<file path="src/rtl/assert_macros.svh">
// Assertion macros for the RTL of the line matcher; regex_line_match uses them.
// Depends on nothing; included by files that carry concurrent checks.
`ifndef ASSERT_MACROS_SVH
`define ASSERT_MACROS_SVH

// Same-cycle implication, disabled while reset is high.
`define RLM_ASSERT_SAME(lbl, clk, rst, ante, cons) \
   lbl: assert property (@(posedge clk) disable iff (rst) (ante) |-> (cons)) \
      else $error("line matcher check failed");

// Next-cycle implication, disabled while reset is high.
`define RLM_ASSERT_NEXT(lbl, clk, rst, ante, cons) \
   lbl: assert property (@(posedge clk) disable iff (rst) (ante) |=> (cons)) \
      else $error("line matcher check failed");

`endif

</file>
<file path="src/rtl/rlm_pkg.sv">
// Types and constants for the line matcher: payload structs, register indexes,
// per-atom cell configuration. No dependencies.
`default_nettype none

package rlm_pkg;

   localparam int RLM_MAX_ATOMS = 16;
   localparam int CSR_INDEX_W   = 3;
   localparam int CSR_DATA_W    = 64;
   localparam int CHAR_W        = 8;

   typedef enum logic [CSR_INDEX_W-1:0] {
      CSR_CHARS_LO    = 3'd0,
      CSR_CHARS_HI    = 3'd1,
      CSR_IS_ANY      = 3'd2,
      CSR_ATOM_COUNT  = 3'd3,
      CSR_ANCHORED    = 3'd4,
      CSR_REPEAT_KIND = 3'd5,
      CSR_REPEAT_ATOM = 3'd6
   } rlm_csr_idx_type;

   typedef enum logic [1:0] {
      REP_NONE = 2'd0,
      REP_OPT  = 2'd1,
      REP_STAR = 2'd2,
      REP_PLUS = 2'd3
   } rlm_rep_type;

   typedef enum logic {
      FUNC_CHAR = 1'b0,
      FUNC_EOL  = 1'b1
   } rlm_func_type;

   typedef struct packed {
      logic              func;
      logic [CHAR_W-1:0] text_char;
   } rlm_req_type;

   typedef struct packed {
      logic line_matched;
   } rlm_rsp_type;

   // Decoded setup of one atom, as seen by its cell.
   typedef struct packed {
      logic [CHAR_W-1:0] lit;
      logic              is_any;
      logic              active;   // atom lies inside the pattern
      logic              skip;     // quantified and may be skipped
      logic              loop;     // quantified, zero or more
      logic              plus;     // quantified, one or more
   } rlm_atom_cfg_type;

   // Line-level control handed to every cell.
   typedef struct packed {
      logic advance;
      logic clear;
   } rlm_step_type;

endpackage

`default_nettype wire

</file>
<file path="src/rtl/rlm_stream_ifs.sv">
// Request and response channel interfaces of the line matcher.
// Depends on rlm_pkg for the payload structs.
`default_nettype none

interface rlm_req_if;
   logic                valid;
   logic                ready;
   rlm_pkg::rlm_req_type data;

   modport source (output valid, output data, input ready);
   modport sink   (input valid, input data, output ready);
endinterface

interface rlm_rsp_if;
   logic                valid;
   logic                ready;
   rlm_pkg::rlm_rsp_type data;

   modport source (output valid, output data, input ready);
   modport sink   (input valid, input data, output ready);
endinterface

`default_nettype wire

</file>
<file path="src/rtl/regex_line_match.sv">
// Line matcher: takes one request per clock, text byte or end of line, with no
// stall of its own; a request is refused only while an unread line result sits
// in the output register. Every pattern position advances at once in a row of
// MAX_ATOMS cells, so the sustained rate is one request per cycle and the line
// result appears the cycle after the end-of-line request. The longest path runs
// from the text byte through one cell compare and the skip ripple along the row.
// Depends on rlm_pkg, rlm_stream_ifs, rlm_csr, rlm_cell and assert_macros.svh.
`default_nettype none

`include "assert_macros.svh"

module regex_line_match #(
   parameter int MAX_ATOMS = rlm_pkg::RLM_MAX_ATOMS
) (
   input  wire                            clock,
   input  wire                            reset,
   rlm_req_if.sink                        req,
   rlm_rsp_if.source                      rsp,
   input  wire                            csr_write_en,
   input  wire [rlm_pkg::CSR_INDEX_W-1:0] csr_index,
   input  wire [rlm_pkg::CSR_DATA_W-1:0]  csr_wdata
);
   import rlm_pkg::*;

   localparam int NW = $clog2(MAX_ATOMS + 1);

   rlm_atom_cfg_type atom_cfg [MAX_ATOMS];
   logic [NW-1:0]    pat_len;
   logic             anchored;

   logic live0_ff, live0_in;
   logic match_seen_ff, match_seen_in;
   logic at_line_start_ff, at_line_start_in;
   logic rsp_valid_ff, rsp_valid_in;
   logic rsp_match_ff, rsp_match_in;

   logic [MAX_ATOMS:0]   cur_vec;
   logic [MAX_ATOMS:0]   nxt_vec;
   logic [MAX_ATOMS:0]   loop_vec;
   logic                 req_fire;
   logic                 is_eol;
   logic                 cur_end;
   logic                 nxt_end;
   rlm_step_type         step;

   rlm_csr #(.MAX_ATOMS(MAX_ATOMS), .NW(NW)) u_csr (
      .clock        (clock),
      .reset        (reset),
      .csr_write_en (csr_write_en),
      .csr_index    (csr_index),
      .csr_wdata    (csr_wdata),
      .atom_cfg     (atom_cfg),
      .pat_len      (pat_len),
      .anchored     (anchored)
   );

   assign req.ready = ~rsp_valid_ff | rsp.ready;
   assign req_fire  = req.valid & req.ready;
   assign is_eol    = (rlm_func_type'(req.data.func) == FUNC_EOL);

   assign step.clear   = req_fire & is_eol;
   assign step.advance = req_fire & ~is_eol;

   // start position is live every byte unless anchored past line start, where only a loop on atom 0 keeps it live
   assign cur_vec[0]         = live0_ff | ~anchored | at_line_start_ff;
   assign nxt_vec[0]         = loop_vec[0];
   assign loop_vec[MAX_ATOMS] = 1'b0;

   for (genvar i = 0; i < MAX_ATOMS; i++) begin : g_cell
      rlm_cell u_cell (
         .clock     (clock),
         .reset     (reset),
         .step      (step),
         .cfg       (atom_cfg[i]),
         .text_char (req.data.text_char),
         .cur_in    (cur_vec[i]),
         .nxt_in    (nxt_vec[i]),
         .loop_in   (loop_vec[i+1]),
         .cur_out   (cur_vec[i+1]),
         .nxt_out   (nxt_vec[i+1]),
         .loop_out  (loop_vec[i])
      );
   end

   assign cur_end = cur_vec[pat_len];
   assign nxt_end = nxt_vec[pat_len];

   always_comb begin
      live0_in         = live0_ff;
      match_seen_in    = match_seen_ff;
      at_line_start_in = at_line_start_ff;
      rsp_valid_in     = rsp_valid_ff & ~rsp.ready;
      rsp_match_in     = rsp_match_ff;
      if (step.clear) begin
         // report and drop the line state
         live0_in         = 1'b1;
         match_seen_in    = 1'b0;
         at_line_start_in = 1'b1;
         rsp_valid_in     = 1'b1;
         rsp_match_in     = match_seen_ff | cur_end;
      end else if (step.advance) begin
         live0_in         = nxt_vec[0];
         match_seen_in    = match_seen_ff | cur_end | nxt_end;
         at_line_start_in = 1'b0;
      end
   end

   always_ff @(posedge clock) begin
      if (reset) begin
         live0_ff         <= 1'b1;
         match_seen_ff    <= 1'b0;
         at_line_start_ff <= 1'b1;
         rsp_valid_ff     <= 1'b0;
      end else begin
         live0_ff         <= live0_in;
         match_seen_ff    <= match_seen_in;
         at_line_start_ff <= at_line_start_in;
         rsp_valid_ff     <= rsp_valid_in;
      end
      rsp_match_ff <= rsp_match_in;
   end

   assign rsp.valid             = rsp_valid_ff;
   assign rsp.data.line_matched = rsp_match_ff;

   `RLM_ASSERT_SAME(a_rsp_from_eol, clock, reset, $rose(rsp_valid_ff), $past(step.clear))
   `RLM_ASSERT_NEXT(a_eol_clears, clock, reset, step.clear,
      at_line_start_ff && !match_seen_ff && live0_ff && rsp_valid_ff)
   `RLM_ASSERT_NEXT(a_char_leaves_start, clock, reset, step.advance, !at_line_start_ff)
   `RLM_ASSERT_SAME(a_no_fire_when_full, clock, reset, rsp_valid_ff && !rsp.ready,
      !req.ready)

endmodule

`default_nettype wire

</file>
<file path="src/rtl/rlm_cell.sv">
// One matcher cell: checks its atom against the text byte and holds the live
// bit of the position just past the atom. Depends on rlm_pkg.
`default_nettype none

module rlm_cell (
   input  wire                       clock,
   input  wire                       reset,
   input  rlm_pkg::rlm_step_type     step,
   input  rlm_pkg::rlm_atom_cfg_type cfg,
   input  wire [rlm_pkg::CHAR_W-1:0] text_char,
   input  wire                       cur_in,
   input  wire                       nxt_in,
   input  wire                       loop_in,
   output logic                      cur_out,
   output logic                      nxt_out,
   output logic                      loop_out
);
   import rlm_pkg::*;

   logic live_ff;
   logic live_in;
   logic hit;
   logic step_hit;

   assign hit = cfg.is_any | (cfg.lit == text_char);

   // entry set: skipping the quantified atom makes the next position live
   assign cur_out  = live_ff | (cfg.skip & cur_in);
   assign step_hit = cfg.active & hit & (cur_in | (cfg.plus & cur_out));
   assign loop_out = cfg.loop & hit & cur_in;
   assign nxt_out  = step_hit | loop_in | (cfg.skip & nxt_in);

   always_comb begin
      live_in = live_ff;
      if (step.clear) begin
         live_in = 1'b0;
      end else if (step.advance) begin
         live_in = nxt_out;
      end
   end

   always_ff @(posedge clock) begin
      if (reset) begin
         live_ff <= 1'b0;
      end else begin
         live_ff <= live_in;
      end
   end

endmodule

`default_nettype wire

</file>
<file path="src/rtl/rlm_csr.sv">
// Pattern registers of the line matcher and their decode into per-atom cell
// setup, pattern length and anchor. Depends on rlm_pkg.
`default_nettype none

module rlm_csr #(
   parameter int MAX_ATOMS = rlm_pkg::RLM_MAX_ATOMS,
   parameter int NW        = $clog2(MAX_ATOMS + 1)
) (
   input  wire                            clock,
   input  wire                            reset,
   input  wire                            csr_write_en,
   input  wire [rlm_pkg::CSR_INDEX_W-1:0] csr_index,
   input  wire [rlm_pkg::CSR_DATA_W-1:0]  csr_wdata,
   output rlm_pkg::rlm_atom_cfg_type      atom_cfg [MAX_ATOMS],
   output logic [NW-1:0]                  pat_len,
   output logic                           anchored
);
   import rlm_pkg::*;

   localparam int CntW = (NW > 5) ? NW : 5;

   logic [63:0] chars_lo_ff, chars_hi_ff;
   logic [15:0] is_any_ff;
   logic [4:0]  count_ff;
   logic        anchored_ff;
   logic [1:0]  kind_ff;
   logic [3:0]  ratom_ff;

   logic [CntW-1:0] count_wide;
   logic [CntW-1:0] len_wide;
   logic [CntW-1:0] ratom_wide;
   logic            q_valid;
   logic            skip_kind;

   always_ff @(posedge clock) begin
      if (reset) begin
         chars_lo_ff <= '0;
         chars_hi_ff <= '0;
         is_any_ff   <= '0;
         count_ff    <= '0;
         anchored_ff <= 1'b0;
         kind_ff     <= '0;
         ratom_ff    <= '0;
      end else if (csr_write_en) begin
         case (rlm_csr_idx_type'(csr_index))
            CSR_CHARS_LO:    chars_lo_ff <= csr_wdata;
            CSR_CHARS_HI:    chars_hi_ff <= csr_wdata;
            CSR_IS_ANY:      is_any_ff   <= csr_wdata[15:0];
            CSR_ATOM_COUNT:  count_ff    <= csr_wdata[4:0];
            CSR_ANCHORED:    anchored_ff <= csr_wdata[0];
            CSR_REPEAT_KIND: kind_ff     <= csr_wdata[1:0];
            CSR_REPEAT_ATOM: ratom_ff    <= csr_wdata[3:0];
            default: ;
         endcase
      end
   end

   // clamp the count to the cell row
   assign count_wide = CntW'(count_ff);
   assign len_wide   = (count_wide > CntW'(MAX_ATOMS)) ? CntW'(MAX_ATOMS) : count_wide;
   assign pat_len    = len_wide[NW-1:0];
   assign anchored   = anchored_ff;

   assign ratom_wide = CntW'(ratom_ff);
   assign q_valid    = (rlm_rep_type'(kind_ff) != REP_NONE) && (ratom_wide < len_wide);
   assign skip_kind  = (rlm_rep_type'(kind_ff) == REP_OPT) ||
                       (rlm_rep_type'(kind_ff) == REP_STAR);

   for (genvar i = 0; i < MAX_ATOMS; i++) begin : g_atom
      logic is_q;
      assign is_q = q_valid && (ratom_wide == CntW'(i));

      if (i < 8) begin : g_lo
         assign atom_cfg[i].lit    = chars_lo_ff[8*i +: 8];
         assign atom_cfg[i].is_any = is_any_ff[i];
      end else if (i < 16) begin : g_hi
         assign atom_cfg[i].lit    = chars_hi_ff[8*(i-8) +: 8];
         assign atom_cfg[i].is_any = is_any_ff[i];
      end else begin : g_zero
         // atoms past the register file match only a zero byte
         assign atom_cfg[i].lit    = '0;
         assign atom_cfg[i].is_any = 1'b0;
      end

      assign atom_cfg[i].active = CntW'(i) < len_wide;
      assign atom_cfg[i].skip   = is_q & skip_kind;
      assign atom_cfg[i].loop   = is_q & (rlm_rep_type'(kind_ff) == REP_STAR);
      assign atom_cfg[i].plus   = is_q & (rlm_rep_type'(kind_ff) == REP_PLUS);
   end

endmodule

`default_nettype wire
</file>
<file path="src/flat_wrapper.sv">
// flat-port wrapper written by rule: the top's interface ports become plain ports
module regex_line_match_flat import rlm_pkg::*;
#(
   parameter int MAX_ATOMS = rlm_pkg::RLM_MAX_ATOMS
)
  (clock, reset, csr_write_en, csr_index, csr_wdata, req_valid, req_data, req_ready, rsp_valid, rsp_data, rsp_ready);
  rlm_req_if req_i ();
  rlm_rsp_if rsp_i ();
  input  wire clock;
  input  wire reset;
  input  wire csr_write_en;
  input  wire [rlm_pkg::CSR_INDEX_W-1:0] csr_index;
  input  wire [rlm_pkg::CSR_DATA_W-1:0] csr_wdata;
  input wire logic [$bits(req_i.valid)-1:0] req_valid;
  input wire logic [$bits(req_i.data)-1:0] req_data;
  output wire logic [$bits(req_i.ready)-1:0] req_ready;
  output wire logic [$bits(rsp_i.valid)-1:0] rsp_valid;
  output wire logic [$bits(rsp_i.data)-1:0] rsp_data;
  input wire logic [$bits(rsp_i.ready)-1:0] rsp_ready;
  assign req_i.valid = req_valid;
  assign req_i.data = req_data;
  assign req_ready = req_i.ready;
  assign rsp_valid = rsp_i.valid;
  assign rsp_data = rsp_i.data;
  assign rsp_i.ready = rsp_ready;
  regex_line_match #(.MAX_ATOMS(MAX_ATOMS)) u_core (.clock(clock), .reset(reset), .req(req_i), .rsp(rsp_i), .csr_write_en(csr_write_en), .csr_index(csr_index), .csr_wdata(csr_wdata));
endmodule
</file>
<file path="config.mk">
export PLATFORM = sky130hd
export DESIGN_NAME = regex_line_match_flat
export DESIGN_NICKNAME = d
export VERILOG_FILES = /design/src/rtl/rlm_pkg.sv /design/src/rtl/rlm_stream_ifs.sv /design/src/rtl/regex_line_match.sv /design/src/rtl/rlm_cell.sv /design/src/rtl/rlm_csr.sv /design/src/flat_wrapper.sv
export VERILOG_INCLUDE_DIRS = /design/src /design/src/rtl
export SDC_FILE = /design/constraint.sdc
export NUM_CORES = 1
export LEC_CHECK = 0
export ABC_AREA = 1
export BUFFER_PORTS_ARGS = -buffer_cell sky130_fd_sc_hd__buf_2
export CAP_MARGIN = 40
export CORE_ASPECT_RATIO = 1.25
export CORE_MARGIN = 4
export CORE_UTILIZATION = 35
export CTS_BUF_LIST = sky130_fd_sc_hd__clkbuf_8 sky130_fd_sc_hd__clkbuf_16
export CTS_CLUSTER_DIAMETER = 80
export CTS_CLUSTER_SIZE = 16
export DETAILED_ROUTE_END_ITERATION = 16
export GPL_TIMING_DRIVEN = 0
export PLACE_DENSITY = 0.64
export SLEW_MARGIN = 20
export SYNTH_ARGS = -nofsm -noshare
export SYNTH_HDL_FRONTEND = slang
export SYNTH_SLANG_ARGS = --single-unit
</file>
<file path="constraint.sdc">
create_clock -name clock -period 4.9 [get_ports clock]
set_input_delay 0.245 -clock clock [delete_from_list [all_inputs] [get_ports clock]]
set_output_delay 0.245 -clock clock [all_outputs]
set_load 0.05 [all_outputs]
</file>
==> qor.yml, run 1 <==
status:
  status: "completed"
worst_setup_path:
  end_kind: "flop"
  slowest_delay_ns: 0.36
  cp.required_ns: 5.23
  cpMostUsedCell: "nand2_2"
  slowest_stage: "dfxtp_4"
  cp-start-kind: "flop"
  critPathKind: "flop to flop"
  crit_arrival_ns: 4.91
  path_max_fanout: 5
pwr:
  power_leakage_uw: 0.00525
  peakVddDrop_uv: 266
  power_density_nw_per_um2: 294
global_routing:
  track_usage_pct: 20.9
  grt_pass1_wl_mm: 48.7
  grt_max_degree: 17
  grt_pass1_vias: 9052
  antenna_found_initial: 1
  grt_overflow: 0
synthesis:
  syn_avg_cell_area_um2: 6.90
  async_reset_ff_share_pct: 0
  synth_top_area_share_pct: 37.0
  syn_nets: 1467
  ys_ff_latch: 177
  yosysUniqueCellTypes: 42
  synth_warnings: 0
  synth_top_cell_by_area: "dfxtp_1"
  ys_seq_area_share_pct: 37.3
  synth_area_leaders: "dfxtp_1 (37%), nor2_1 (15%), o21ai_0 (9.8%)"
  synth-edff-count: 1
  netlist_area_um2: 9520
  synth_ff_type: "dfxtp_1"
  synth_cells: 1380
flow_run:
  drv_cap: 0
timing:
  max_clock_freq_ghz: 0.218
  min_period_ns: 4.58
  fin_crit_sh_pct: 93.5
  finalHoldViolations: 0
  tightestPinTransition_ns: 0.834
  slew_headroom_pct: 43.9
  fin_worst_skew_ns: 0.00832
  fin_hold_ws_ns: 0.0440
  finalSetupViolations: 0
  drv_slew: 0
route:
  dr.pass1.iters: 5
  drc: 0
  viasPerCell: 5.07
  ant_nets: 0
  vias: 9466
  wl_mm: 31.7
  wire_per_inst_um: 17.0
  drt_iter0_drc: 658
clocking:
  cts_max_path_buffers: 2
  clock_sinks: 177
  root_buffer: "clkbuf_16"
  path_clk_slew_ns: 0.07
  clk_latency_ns: 0.44
  h-tree-depth: 4
  cts_tree: "built"
  cts_buffers: 17
floorplanning:
  die_h_um: 192
  die_area_um2: 29900
  fp.coreArea_um2: 26800
  fp.dieW_um: 156
  io_pins: 84
  initial_utilization_pct: 35.5
  num_rows: 67
layout:
  final_nets: 1596
  area_growth_pct: 18.8
  finish.utilization_pct: 42.2
  layout_commonest_cell: "nor2_1"
  layout.cells.non_filler: 1867
  layout_common_cells: "nor2_1 (367), o21ai_0 (187), dfxtp_1 (172), inv_1 (116), buf_2 (88)"
  drive_gt1_share_pct: 15.6
placement:
  place_congestion: 0.968
  io_buffer_count: 76
  dp.cells: 1805
  dp_hpwl_mm: 23.4
worst_hold_path:
  hold_path.class: "input port to flop"
-- worst max-delay path: cells and delay by family (launching register included) --
family,cells,cell delay [ns]
buf+inv,2,0.13
flops,1,0.36
fa+ha+maj,1,0.28
compound gates,1,0.16
simple gates,43,3.53
-- power breakdown --
part	internal [uW]	total, uW	leakage, uW	switching, uW
sequential	1500	1530	0.00144	37.4
combinational	153	433	0.00351	281
clock	764	1350	0.000295	590
-- layer usage --
metal  track usage, %  share of wire [%]  wire length, um
met1             23.7                 40            12700
met2             37.1                 50            15900
met3             4.06                5.4             1720
met4             10.7                4.4             1380
met5                0              0.035               11
-- registers in the layout, summed over array words and instances, names as in the netlist, 2 cells and up --
register,cells
u_core.u_csr.count_ff,5
u_core.u_csr.chars_hi_ff,64
u_core.u_csr.ratom_ff,4
u_core.g_cell.u_cell.live_ff,16
u_core.u_csr.is_any_ff,16
u_core.u_csr.kind_ff,2
u_core.u_csr.chars_lo_ff,64
-- what timing repair did --
| action | 4_1_cts | 5_1_grt |
|---|---|---|
| hold endpoints to repair | 1 | 0 |
| gates resized for setup | 8 | 35 |
| hold buffers | 1 | 0 |
| setup endpoints to repair | 3 | 5 |
| gates cloned | 0 | 0 |
| setup buffers | 0 | 28 |
| pin swaps | 1 | 15 |
-- final cells by class --
cell class	instances	area [um2]
Inverter	123	469
Clock buffer	22	494
Buffer	74	313
Fill cell	2844	15500
Antenna cell	1	2.50
Tap cell	345	432
Sequential cell	177	3570
Timing Repair Buffer	110	651
Multi-Input combinational cell	1006	5310
Clock inverter	9	80.1
-- through the flow --
step	setup TNS, ns	instance area [um2]	worst slack [ns]	power [uW]
final	0	11300	0.320	3320
after global routing	-0.0856	11300	-0.0724	3440
after CTS	0	11000	0.0380	3320
after detailed placement	-0.349	10400	-0.257	1980
after global placement	-0.330	10300	-0.230	1970
after floorplan	0	9520	0.820	1820
-- cells by family after synthesis --
family	after synthesis	synth area share [%]
AO/OA/AOI/OAI	278	15.5
XOR/XNOR	117	10.8
adder cells (fa/ha/maj)	6	0.788
buffers and inverters	197	8.07
flip-flops	177	37.3
AND/OR/NAND/NOR	605	27.6
-- final timing paths --
path | slack (ns) | cells after the start | end | startpoint
max reg2reg | 0.32 | 47 | u_core.match_seen_ff$_SDFFE_PP0P_ | u_core.u_csr.count_ff[3]$_SDFFE_PP0P_
min | 0.04 | 3 | u_core.u_csr.chars_hi_ff[59]$_SDFFE_PP0P_ | csr_wdata[59]
max | 0.32 | 47 | u_core.match_seen_ff$_SDFFE_PP0P_ | u_core.u_csr.count_ff[3]$_SDFFE_PP0P_
min reg2reg | 0.45 | 2 | u_core.u_csr.is_any_ff[9]$_SDFFE_PP0P_ | u_core.u_csr.is_any_ff[9]$_SDFFE_PP0P_
-- Yosys cell counts (2+ instances only) --
cell type        n
a211oi_1         3
a21oi_1         57
a21oi_2          2
a221oi_1         3
a311oi_1         3
a31oi_1          3
a41oi_1          2
buf_1            4
buf_2           13
clkbuf_1        55
dfxtp_1        176
dlygate4sd3_1    2
ha_1             6
inv_1          117
inv_2            6
nand2_1         93
nand2_2         28
nand2_4         12
nand3_1         47
nand4_1         15
nor2_1         373
nor2_2           2
nor3_1          13
nor4_1          13
o211ai_1         3
o21ai_0        187
o21ai_1          2
o21bai_1         3
o22ai_1          6
or2_2            4
xnor2_1         55
xor2_1          62
No activity file was read; power rests on OpenSTA's default activity.
==> run 2, diff against run 1 <==
Settings changed: CTS_BUF_LIST sky130_fd_sc_hd__clkbuf_8 sky130_fd_sc_hd__clkbuf_16 to default.
==> run 2 against run 1 <==
  * Cell area did not move
  * Sequential cell count is the same
  * Via count rose by 0.44%
  * Register-to-register slack about the same
  * Highest routed layer unchanged
  * Non-clock buffer count unchanged
  * Maximum frequency grew 0.17%
  * First-iteration DRC count fell by 0.30%
==> qor.yml, run 2 (synthesis results as in run 1) <==
route:
  ant_nets: 0  # unchanged
  drt_iter0_drc: 656  # -0.30%
  wl_mm: 31.7  # about the same
  vias: 9508  # +0.44%
  wire_per_inst_um: 17.0  # about the same
  dr.pass1.iters: 5  # unchanged
  viasPerCell: 5.09  # +0.44%
  drc: 0  # unchanged
worst_setup_path:
  end_kind: "flop"
  slowest_delay_ns: 0.36  # about the same
  worst_r2r_path_depth: 47  # unchanged
  cp.required_ns: 5.23  # about the same
  slowest_stage: "dfxtp_4"
  crit_arrival_ns: 4.90  # about the same
  regToRegSetupSlack_ns: 0.33  # about the same
  cpMostUsedCell: "nand2_2"
  crit_start: "u_core.u_csr.count_ff[3]$_SDFFE_PP0P_"
  r2r-end: "u_core.match_seen_ff$_SDFFE_PP0P_"
  critPathKind: "flop to flop"
  cp-start-kind: "flop"
  r2r-start: "u_core.u_csr.count_ff[3]$_SDFFE_PP0P_"
  path_max_fanout: 5  # unchanged
layout:
  regArea_um2: 3570  # unchanged
  multiInputGateArea_um2: 5310  # unchanged
  layout_common_cells: "nor2_1 (367), o21ai_0 (187), dfxtp_1 (172), inv_1 (114), buf_2 (88)"
  final_nets: 1596  # unchanged
  drive_gt1_share_pct: 15.6  # unchanged
  layout_commonest_cell: "nor2_1"
  fill_cells: 2844  # unchanged
  stdcell_area_um2: 11300  # unchanged
  area_growth_pct: 18.8  # unchanged
  largest_registers: "u_core.u_csr.chars_hi_ff (64), u_core.u_csr.chars_lo_ff (64)"
timing:
  slew_headroom_pct: 44.0  # +0.086 points
  fin_tns_setup_ns: 0  # unchanged
  fin_hold_ws_ns: 0.0436  # -0.000394 ns
  finalSetupViolations: 0  # unchanged
  fin_crit_sh_pct: 93.3  # -0.16 points
  drv_slew: 0  # unchanged
  tightestPinTransition_ns: 0.832  # -0.00127 ns
  fin_worst_skew_ns: 0.0108  # +0.00245 ns
  finalHoldViolations: 0  # unchanged
  max_clock_freq_ghz: 0.219  # +0.17%
  min_period_ns: 4.57  # -0.00796 ns
floorplanning:
  initial_utilization_pct: 35.5  # unchanged
  num_rows: 67  # unchanged
  fp.coreArea_um2: 26800  # unchanged
  die_area_um2: 29900  # unchanged
  io_pins: 84  # unchanged
  die_h_um: 192  # unchanged
  fp.dieW_um: 156  # unchanged
placement:
  io_buffer_count: 76  # unchanged
  place_congestion: 0.968  # unchanged
  placed_area_um2: 10400  # unchanged
  dp_hpwl_mm: 23.4  # unchanged
clocking:
  clock_sinks: 177  # unchanged
  cts_buffers: 17  # unchanged
  h-tree-depth: 4  # unchanged
  cts_tree: "built"
  path_clk_slew_ns: 0.07  # about the same
  clk_latency_ns: 0.44  # about the same
  root_buffer: "clkbuf_16"
  cts_max_path_buffers: 2  # unchanged
pwr:
  internal_power_uw: 2420  # +0.18%
  power_leakage_uw: 0.00524  # -0.16%
  p_clk_share_pct: 40.8  # about the same
  power_density_nw_per_um2: 294  # +0.14%
  p_sw_share_pct: 27.3  # -0.030 points
  p_sw_uw: 908  # about the same
  pwr-share-comb_pct: 13.0  # about the same
  seqPwrFrac_pct: 46.1  # about the same
  peakVddDrop_uv: 265  # -0.36%
worst_hold_path:
  holdPathEnd: "u_core.u_csr.chars_hi_ff[59]$_SDFFE_PP0P_"
  hold_depth: 3  # unchanged
  hold_path.class: "input port to flop"
  hp-start: "csr_wdata[59]"
global_routing:
  grt_max_degree: 17  # unchanged
  track_usage_pct: 20.9  # unchanged
  grt_overflow: 0  # unchanged
  grt_pass1_vias: 9052  # unchanged
  grt_pass1_wl_mm: 48.7  # unchanged
  antenna_found_initial: 1  # unchanged
flow_run:
  drv_cap: 0  # unchanged
status:
  status: "completed"
-- run 2: repair_timing --
item	CTS	global route
buffers inserted	0	28
resized for setup	8	35
endpoints found under the hold margin	1	0
pin swaps	1	15
hold buffers	1	0
endpoints found under the setup margin	3	5
gates cloned	0	0
-- run 2: metrics by stage --
stage | utilization (%) | cells | setup slack (ns) | power, uW
3_5_place_dp | 38.7 | 1805 | -0.257 | 1980
2_1_floorplan | - | 1380 | 0.820 | 1820
5_1_grt | 42.2 | 1866 | -0.0724 | 3440
4_1_cts | 41.0 | 1837 | 0.0380 | 3320
3_3_place_gp | 38.5 | 1801 | -0.230 | 1970
6_report | 42.2 | 1867 | 0.328 | 3320
-- run 2: power by group through the flow --
| stage | logic [uW] | registers (uW) | clock network [uW] |
|---|---|---|---|
| 4_1_cts | 418 | 1530 | 1370 |
| 2_1_floorplan | 262 | 1560 | 0 |
| 6_report | 434 | 1530 | 1360 |
| 3_3_place_gp | 407 | 1560 | 0 |
| 3_5_place_dp | 414 | 1560 | 0 |
| 5_1_grt | 475 | 1540 | 1430 |
-- run 2: worst max path at each step --
stage                                   endpoint  cells past startpoint
3_3_place_gp   u_core.match_seen_ff$_SDFFE_PP0P_                     47
6_report       u_core.match_seen_ff$_SDFFE_PP0P_                     47
2_1_floorplan  u_core.match_seen_ff$_SDFFE_PP0P_                     47
4_1_cts        u_core.match_seen_ff$_SDFFE_PP0P_                     52
5_1_grt        u_core.match_seen_ff$_SDFFE_PP0P_                     50
3_5_place_dp   u_core.match_seen_ff$_SDFFE_PP0P_                     47
-- run 2: area by class of cell --
class | count | area share, %
repair buffers | 110 | 5.75
inverters | 123 | 4.15
clock buffers | 24 | 4.44
clock inverters | 7 | 0.642
diodes | 1 | 0.0221
multi-input cells | 1006 | 46.9
flip-flops and latches | 177 | 31.5
plain buffers | 74 | 2.77
well taps | 345 | 3.82
-- run 2: critical path, delay by kind of cell (launching register included) --
kind,cells,cell delay [ns]
buffers and inverters,2,0.13
DFF,1,0.36
adders and majority gates,1,0.28
AOI/OAI and AO/OA,1,0.16
and+or+nand+nor,43,3.54
-- run 2: per-layer routing --
metal	part of all wire, %	global-route usage (%)	vias up	wire, um
li1	-	-	4685	-
met1	40	23.7	4397	12700
met2	50	37.1	336	15800
met3	5.5	4.06	88	1730
met4	4.7	10.7	2	1480
met5	0.035	0	-	11
